**src/hw/rtl/sssps_pkg.sv**
```systemverilog
package sssps_pkg;

    // Fraction bits of a trial coordinate.
    localparam int FRAC_BITS_DEF = 16;

    // erand48-style generator: x' = (x * a + c) mod 2^48
    localparam logic [34:0] LCG_MUL = 35'h5_DEEC_E66D;
    localparam logic [3:0]  LCG_ADD = 4'hB;
    localparam logic [15:0] XI_LOW  = 16'h1FF1;
    localparam logic [15:0] XI_MID  = 16'hAE0D;
    localparam logic [15:0] XI_HIGH = 16'h3D2F;
    localparam logic [47:0] SEED_RST = {XI_HIGH, XI_MID, XI_LOW};
    localparam logic [1:0]  LCG_LAST_CHUNK = 2'd2;

    // Velocity law weight 128 = 2^7 on the held squared radius.
    localparam int VEL_WEIGHT_SH = 7;

    localparam int OUT_W      = 17;
    localparam int DIV_BITS   = 17;
    localparam int STEP_W     = $clog2(DIV_BITS);
    localparam logic [1:0] LAST_LANE = 2'd2;

    localparam int IN_DATA_W  = 8;
    localparam int OUT_DATA_W = 104;
    localparam int APB_AW     = 5;
    localparam int APB_DW     = 64;

    typedef enum logic [3:0] {
        CMD_NOP,
        CMD_LCG_MUL,
        CMD_LCG_LOAD,
        CMD_SQUARE,
        CMD_SQ_ADD,
        CMD_HOLD,
        CMD_RSQ,
        CMD_RSQV,
        CMD_DEN,
        CMD_NUM_LO,
        CMD_NUM_HI,
        CMD_DIV_STEP,
        CMD_VEL,
        CMD_EMIT
    } t_cmd;

    typedef struct packed {
        t_cmd       cmd;
        logic [1:0] idx;
    } t_dp_ctrl;

    typedef struct packed {
        logic pos_ok;
        logic vel_ok;
        logic out_free;
    } t_dp_stat;

    typedef enum logic [1:0] {
        REG_SEED,
        REG_INNER,
        REG_RADIUS,
        REG_VSCALE
    } t_reg_idx;

endpackage

```
**src/hw/rtl/sssps_ctrl.sv**
```systemverilog
module sssps_ctrl (
    input  logic                 i_clk,
    input  logic                 i_rst_n,
    input  logic                 i_in_valid,
    input  logic                 i_in_advance,
    output logic                 o_in_ready,
    input  sssps_pkg::t_dp_stat  i_stat,
    output sssps_pkg::t_dp_ctrl  o_ctrl
);

    typedef enum logic [3:0] {
        S_IDLE,
        S_LCG,
        S_LOAD,
        S_SQUARE,
        S_SQADD,
        S_DECIDE,
        S_RSQ,
        S_RSQV,
        S_DEN,
        S_NUM_LO,
        S_NUM_HI,
        S_DIV,
        S_VEL,
        S_EMIT
    } t_state;

    t_state                       r_state;
    logic [1:0]                   r_k;
    logic [1:0]                   r_c;
    logic [sssps_pkg::STEP_W-1:0] r_step;
    logic                         r_vphase;

    assign o_in_ready = (r_state == S_IDLE);

    always_comb begin
        o_ctrl.cmd = sssps_pkg::CMD_NOP;
        o_ctrl.idx = r_k;
        case (r_state)
            S_LCG: begin
                o_ctrl.cmd = sssps_pkg::CMD_LCG_MUL;
                o_ctrl.idx = r_c;
            end
            S_LOAD:   o_ctrl.cmd = sssps_pkg::CMD_LCG_LOAD;
            S_SQUARE: o_ctrl.cmd = sssps_pkg::CMD_SQUARE;
            S_SQADD:  o_ctrl.cmd = sssps_pkg::CMD_SQ_ADD;
            S_DECIDE: begin
                if (!r_vphase && i_stat.pos_ok) begin
                    o_ctrl.cmd = sssps_pkg::CMD_HOLD;
                end
            end
            S_RSQ:    o_ctrl.cmd = sssps_pkg::CMD_RSQ;
            S_RSQV:   o_ctrl.cmd = sssps_pkg::CMD_RSQV;
            S_DEN:    o_ctrl.cmd = sssps_pkg::CMD_DEN;
            S_NUM_LO: o_ctrl.cmd = sssps_pkg::CMD_NUM_LO;
            S_NUM_HI: o_ctrl.cmd = sssps_pkg::CMD_NUM_HI;
            S_DIV:    o_ctrl.cmd = sssps_pkg::CMD_DIV_STEP;
            S_VEL:    o_ctrl.cmd = sssps_pkg::CMD_VEL;
            S_EMIT: begin
                if (i_stat.out_free) begin
                    o_ctrl.cmd = sssps_pkg::CMD_EMIT;
                end
            end
            default:  o_ctrl.cmd = sssps_pkg::CMD_NOP;
        endcase
    end

    always_ff @(posedge i_clk) begin
        if (!i_rst_n) begin
            r_state  <= S_IDLE;
            r_k      <= '0;
            r_c      <= '0;
            r_step   <= '0;
            r_vphase <= 1'b0;
        end else begin
            case (r_state)
                S_IDLE: begin
                    if (i_in_valid && i_in_advance) begin
                        r_k     <= '0;
                        r_c     <= '0;
                        r_state <= S_LCG;
                    end
                end
                S_LCG: begin
                    if (r_c == sssps_pkg::LCG_LAST_CHUNK) begin
                        r_c     <= '0;
                        r_state <= S_LOAD;
                    end else begin
                        r_c <= r_c + 2'd1;
                    end
                end
                S_LOAD:   r_state <= S_SQUARE;
                S_SQUARE: r_state <= S_SQADD;
                S_SQADD: begin
                    if (r_k == sssps_pkg::LAST_LANE) begin
                        r_state <= S_DECIDE;
                    end else begin
                        r_k     <= r_k + 2'd1;
                        r_state <= S_LCG;
                    end
                end
                S_DECIDE: begin
                    r_k <= '0;
                    if (!r_vphase) begin
                        if (i_stat.pos_ok) begin
                            r_vphase <= 1'b1;
                        end
                        r_state <= S_IDLE;
                    end else if (i_stat.vel_ok) begin
                        r_state <= S_RSQ;
                    end else begin
                        r_state <= S_IDLE;
                    end
                end
                S_RSQ:    r_state <= S_RSQV;
                S_RSQV:   r_state <= S_DEN;
                S_DEN:    r_state <= S_NUM_LO;
                S_NUM_LO: r_state <= S_NUM_HI;
                S_NUM_HI: begin
                    r_step  <= '0;
                    r_state <= S_DIV;
                end
                S_DIV: begin
                    if (r_step == sssps_pkg::STEP_W'(sssps_pkg::DIV_BITS - 1)) begin
                        r_state <= S_VEL;
                    end else begin
                        r_step <= r_step + sssps_pkg::STEP_W'(1);
                    end
                end
                S_VEL: begin
                    if (r_k == sssps_pkg::LAST_LANE) begin
                        r_state <= S_EMIT;
                    end else begin
                        r_k     <= r_k + 2'd1;
                        r_state <= S_NUM_LO;
                    end
                end
                S_EMIT: begin
                    // hold until the output register is free
                    if (i_stat.out_free) begin
                        r_vphase <= 1'b0;
                        r_state  <= S_IDLE;
                    end
                end
                default: r_state <= S_IDLE;
            endcase
        end
    end

endmodule

```
**config.mk**
```make
export PLATFORM = sky130hd
export DESIGN_NAME = sssps_ctrl
export DESIGN_NICKNAME = d
export VERILOG_FILES = /design/src/hw/rtl/sssps_pkg.sv /design/src/hw/rtl/sssps_ctrl.sv
export SDC_FILE = /design/constraint.sdc
export NUM_CORES = 1
export LEC_CHECK = 0
export BUFFER_PORTS_ARGS = -buffer_cell sky130_fd_sc_hd__clkbuf_2
export CORE_MARGIN = 2
export CORE_UTILIZATION = 25
export CTS_BUF_LIST = sky130_fd_sc_hd__clkbuf_4
export CTS_CLUSTER_SIZE = 20
export DETAILED_ROUTE_END_ITERATION = 12
export PLACE_DENSITY_LB_ADDON = 0.08
export SLEW_MARGIN = 30
export SYNTH_ARGS = -nofsm -noshare
export SYNTH_HDL_FRONTEND = slang
export SYNTH_SLANG_ARGS = --single-unit
```
**constraint.sdc**
```tcl
create_clock -name i_clk -period 1.8 [get_ports i_clk]
set_input_delay 0.27 -clock i_clk [delete_from_list [all_inputs] [get_ports i_clk]]
set_output_delay 0.27 -clock i_clk [all_outputs]
set_load 0.005 [all_outputs]
```
=== Yosys cells after proc, flatten, opt, wreduce, memory -nomap -nowiden ===
Index checks and enable logic that the tools add are counted.

* Bits of input ports: 7
* Bits in registers: 14
* Output and inout port bits: 7

* Add/subtract/negate cells: 3
* Equal/unequal tests: 22
* Reduce and logical (&&, ||, !) cells: 14
* Mux-type cells: 24

{| class="wikitable"
|+ Operator list
! operator !! count
|-
| case mux 4 bit (14 select lines) || 1
|-
| case mux 4 bit (13 select lines) || 1
|-
| == test 4 bit (second input constant) || 6
|-
| 2-to-1 mux 4 bit || 5
|-
| == test 4 x 3 -> 1 bit (second input constant) || 4
|-
| 2-to-1 mux 3 bit || 5
|-
| != test 2 bit (second input constant) || 5
|-
| case mux 5 bit (2 select lines) || 1
|-
| == test 4 x 2 -> 1 bit (second input constant) || 2
|-
| 2-to-1 mux 2 bit || 4
|-
| case mux 2 bit (3 select lines) || 1
|-
| AND reduction 2 bit || 3
|-
| nonzero test 2 bit || 3
|-
| adder 5 x 1 -> 5 bit (second input constant) || 1
|-
| == test 5 bit (second input constant) || 1
|-
| 2-to-1 mux 5 bit || 1
|-
| adder 2 x 1 -> 2 bit (second input constant) || 2
|-
| == test 2 bit (second input constant) || 2
|-
| == test 4 x 1 -> 1 bit (second input constant) || 1
|-
| logical NOT 4 bit || 1
|-
| case mux 2 bit (2 select lines) || 1
|-
| AND reduction 4 bit || 1
|-
| 2-to-1 mux 1 bit || 3
|-
| AND reduction 3 bit || 1
|-
| other kinds (6) || 7
|}

=== Depth between registers and ports, before layout ===
* Word-level depth: 4
* Depth in mapped cells: 6

=== Least setup slack after synthesis ===
Ideal clock, no wire load.

* Path kind: reg2out
* Start: register r_state[0]
* End: output o_ctrl[0] (netlist bit)
* Path slack: 0.246 ns
* Data required time: 1.530 ns
* Stages on the path, launching flop included: 4
* Arrival: 1.284 ns
* Cells stage by stage: dfxtp_1 -> buf_2 -> or4b_1 -> mux2_1

{| class="wikitable"
|+ RTL lines
! what !! line !! text
|-
| start, declared || sssps_ctrl.sv:28 || <nowiki>t_state r_state;</nowiki>
|-
| start signal, assigned || sssps_ctrl.sv:70 || <nowiki>r_state <= S_IDLE;</nowiki>
|-
| start signal, assigned || sssps_ctrl.sv:81 || <nowiki>r_state <= S_LCG;</nowiki>
|-
| start signal, assigned || sssps_ctrl.sv:87 || <nowiki>r_state <= S_LOAD;</nowiki>
|-
| end, declared || sssps_ctrl.sv:8 || <nowiki>output sssps_pkg::t_dp_ctrl o_ctrl</nowiki>
|}

==> results.yml <==
timing:
  finClkSkew_ps: 3.66
  slew_viol_final: 0
  setup_slack_ps: -56.6
  hold_viol_final: 0
  setup_tns_ps: -112
  period_needed_ps: 1860
  setup_violations: 2
  slew_headroom_pct: 71.0
  finalCritPeriodShare_pct: 103
  fmax_mhz: 539
  tightest_slew_ps: 431
  rsz0062_at_grt: "true"
critical_path:
  worstPathRequired_ps: 1530
  worstSetupEndpointType: "primary output"
  crit_end: "o_ctrl[0]"
  critPathLaunch: "r_state[2]$_SDFFE_PN0P_"
  path_class: "reg2out"
  r2r-start: "r_k[0]$_SDFFE_PN0P_"
  cp.arrival_ps: 1590
  crit_path_max_fanout: 3
  reg2reg_to: "r_k[1]$_SDFFE_PN0P_"
  regToRegSetupSlack_ps: 190
  worstSetupStartpointType: "flop"
  r2r_cells: 6
yosys:
  yosys_warnings: 0
  synth-xor-area-share_pct: 2.83
  syn_area_um2: 927
  synth_top_family_by_area: "compound AO/OA/AOI/OAI gates"
  ys_ff_latch: 14
  syn_area_per_cell_um2: 7.99
  synth.distinct_cells: 41
  synth_simple_gate_area_share_pct: 23.9
  synth_edf_count: 0
  synth_seq_area_share_pct: 30.2
  synth_compound_area_share_pct: 26.6
  synth_flop_cell: "dfxtp_1"
  synth_fp_nets: 126
  async_flop_share_pct: 0
  synthCells: 116
  synth_fa_ha_area_share_pct: 4.05
  synthMuxAreaShare_pct: 5.67
global_route:
  overflow: 0
  grt_first_pass_wirelength_um: 4170
  grt_start_max_net_pins: 22
  grt_use_met2_pct: 21.0
  gr-usage-met3_pct: 3.65
  busiest_layer: "met2"
  grt_usage_pct: 12.9
  grtUsageMet1_pct: 16.4
  antenna_found_initial: 0
  grt_pass1_vias: 899
cells_and_area:
  fillers: 409
  multi_input_area_um2: 596
  drive_above_1_share_pct: 25.9
  n_antenna_cell: 0
  nets: 146
  instances_no_fill: 183
  area_growth_pct: 23.5
  layout.area.seq_um2: 284
power_and_ir_drop:
  power_frac_comb_pct: 39.1
  switching_power_mw: 0.320
  p_sw_share_pct: 35.6
  power_density_nw_per_um2: 785
  p_clk_share_pct: 21.2
  ir_drop_mv: 0.273
  power_frac_seq_pct: 39.6
  p_int_mw: 0.579
  total_power_mw: 0.899
  leakage_nw: 0.453
placement:
  dp_hpwl_um: 1740
  port_buffers: 13
  gp_congestion: 0.798
  place_inst: 178
clock_tree:
  clock_latency_ps: 280
  cts.sinks: 14
  root_buffer: "clkbuf_4"
  path_clk_slew_ps: 90
  htreeDepth: 1
  cts_buffers: 3
  postCtsHoldBufs: 0
  cts_tree: "done"
  ctsLongestPathBuffers: 2
hold_path:
  hold_class: "in2reg"
job:
  maxCapViolCount: 0
floorplanning:
  num_rows: 22
  initial_utilization_pct: 25.7
  die_area_um2: 4210
  io_pins: 14
  die_y_um: 64.9
  core_area_um2: 3610
  die_w_um: 64.9
routing:
  first_iter_violations: 54
  vias: 934
  drt-total-wl_um: 2430
  wl_per_cell_um: 13.3
  drc: 0
  dr.pass1.iters: 4
  vias_per_cell: 5.10
  drtAntennaViolNets: 0
run_status:
  status: "complete, but fails checks"
  violations: "negative setup slack"
-- kinds of logic (layout without fill, tap and decap cells) --
| kind of cell | after synthesis | in the layout |
|---|---|---|
| flops | 14 | 14 |
| simple gates | 39 | 39 |
| buf+inv | 15 | 34 |
| xor+xnor | 3 | 3 |
| mux | 5 | 5 |
| fa+ha+maj | 3 | 3 |
| compound gates | 37 | 37 |
-- power by group through the flow --
stage	registers (mW)	logic, mW	clock network (mW)
2_1_floorplan	0.353	0.234	0
3_3_place_gp	0.360	0.317	0
3_5_place_dp	0.358	0.316	0
4_1_cts	0.353	0.338	0.211
5_1_grt	0.360	0.391	0.229
6_report	0.356	0.352	0.191
-- Yosys cell counts (2+ instances only) --
master    instances  area (um^2)
dfxtp_1          14          280
a21oi_1           8         40.0
o21ai_0           8         40.0
inv_1             7         26.3
nor2_1            7         26.3
nand2_1           6         22.5
buf_2             5         25.0
nand3_1           5         25.0
nor2b_1           5         31.3
nor3_1            5         25.0
ha_1              3         37.5
mux2i_1           3         30.0
o21ai_1           3         15.0
a21boi_0          2         15.0
a21boi_1          2         15.0
a21o_1            2         15.0
a22oi_1           2         15.0
clkbuf_1          2         7.51
mux2_1            2         22.5
nand4_1           2         12.5
or4_1             2         15.0
xor2_1            2         17.5
-- metrics by stage --
step | utilization, % | worst slack [ps] | area, um^2 | hold WS, ps
6_report | 31.7 | -56.6 | 1140 | 244
5_1_grt | 31.7 | -137 | 1140 | 269
4_1_cts | 31.1 | -79.0 | 1120 | 231
3_5_place_dp | 29.9 | 196 | 1080 | 511
3_3_place_gp | 29.9 | 201 | 1080 | 494
2_1_floorplan | - | 246 | 927 | 422
-- layout by cell type, fill, tap and decap left out, drive strengths merged --
| master | instances |
|---|---|
| nand2 | 6 |
| a211oi | 1 |
| or3 | 1 |
| xnor2 | 1 |
| a31o | 1 |
| xor2 | 2 |
| a22oi | 2 |
| or4 | 2 |
| nand3b | 1 |
| a21o | 2 |
| ha | 3 |
| a21oi | 8 |
| a31oi | 1 |
| o211ai | 1 |
| or4b | 1 |
| clkbuf | 16 |
| o31ai | 1 |
| nor4 | 2 |
| a221oi | 1 |
| a41o | 1 |
| and4bb | 1 |
| o221a | 1 |
| clkinv | 1 |
| mux2 | 2 |
| nor2b | 5 |
| nand3 | 5 |
| o21ai | 11 |
| a32oi | 1 |
| mux2i | 3 |
| buf | 9 |
| a21boi | 4 |
| nor2 | 7 |
| o41ai | 1 |
| nand4 | 2 |
| inv | 8 |
| and3b | 1 |
| dfxtp | 14 |
| nor3 | 5 |
-- worst max-delay path, cell delays in order (launching register included) --
cell      delay (ps)
dfxtp_2          330
or4b_4           560
mux2_4           310
clkbuf_2         110
-- registers in the layout, summed over array words and instances (netlist names) --
name and cells:
r_step 5, r_c 2, r_vphase 1, r_k 2
r_state 4
-- layer usage --
layer  share of wire [%]  routed length (um)
met1                  49                1190
met2                  47                1130
met3                 3.6                  87
met4                0.74                  18
met5                   0                   0
-- repair_timing --
| action | 4_1_cts | 5_1_grt |
|---|---|---|
| pin swaps | 1 | 1 |
| setup endpoints to repair | 3 | 3 |
| cloned | 0 | 0 |
| setup buffers | 1 | 0 |
| resized for setup | 2 | 8 |
-- cell type report --
| type | count | share of cell area [%] |
|---|---|---|
| clock buffer | 3 | 1.97 |
| clock inverter | 1 | 0.328 |
| inverter | 8 | 2.62 |
| multi-input combinational | 87 | 52.0 |
| sequential | 14 | 24.8 |
| tap | 48 | 5.25 |
| timing repair buffer | 22 | 13.0 |
-- worst min-delay path by stage --
stage                                   to                   start  slack (ps)  cells past startpoint
floorplan            r_vphase$_SDFFE_PN0P_               i_stat[2]         420                      2
global placement       r_k[1]$_SDFFE_PN0P_     r_k[1]$_SDFFE_PN0P_         490                      2
finish               r_vphase$_SDFFE_PN0P_               i_stat[2]         240                      3
detailed placement  r_step[4]$_SDFFE_PN0P_  r_step[4]$_SDFFE_PN0P_         510                      2
CTS                  r_vphase$_SDFFE_PN0P_               i_stat[2]         230                      3
global route         r_vphase$_SDFFE_PN0P_               i_stat[2]         270                      3
(Power assumes the default switching activity.)
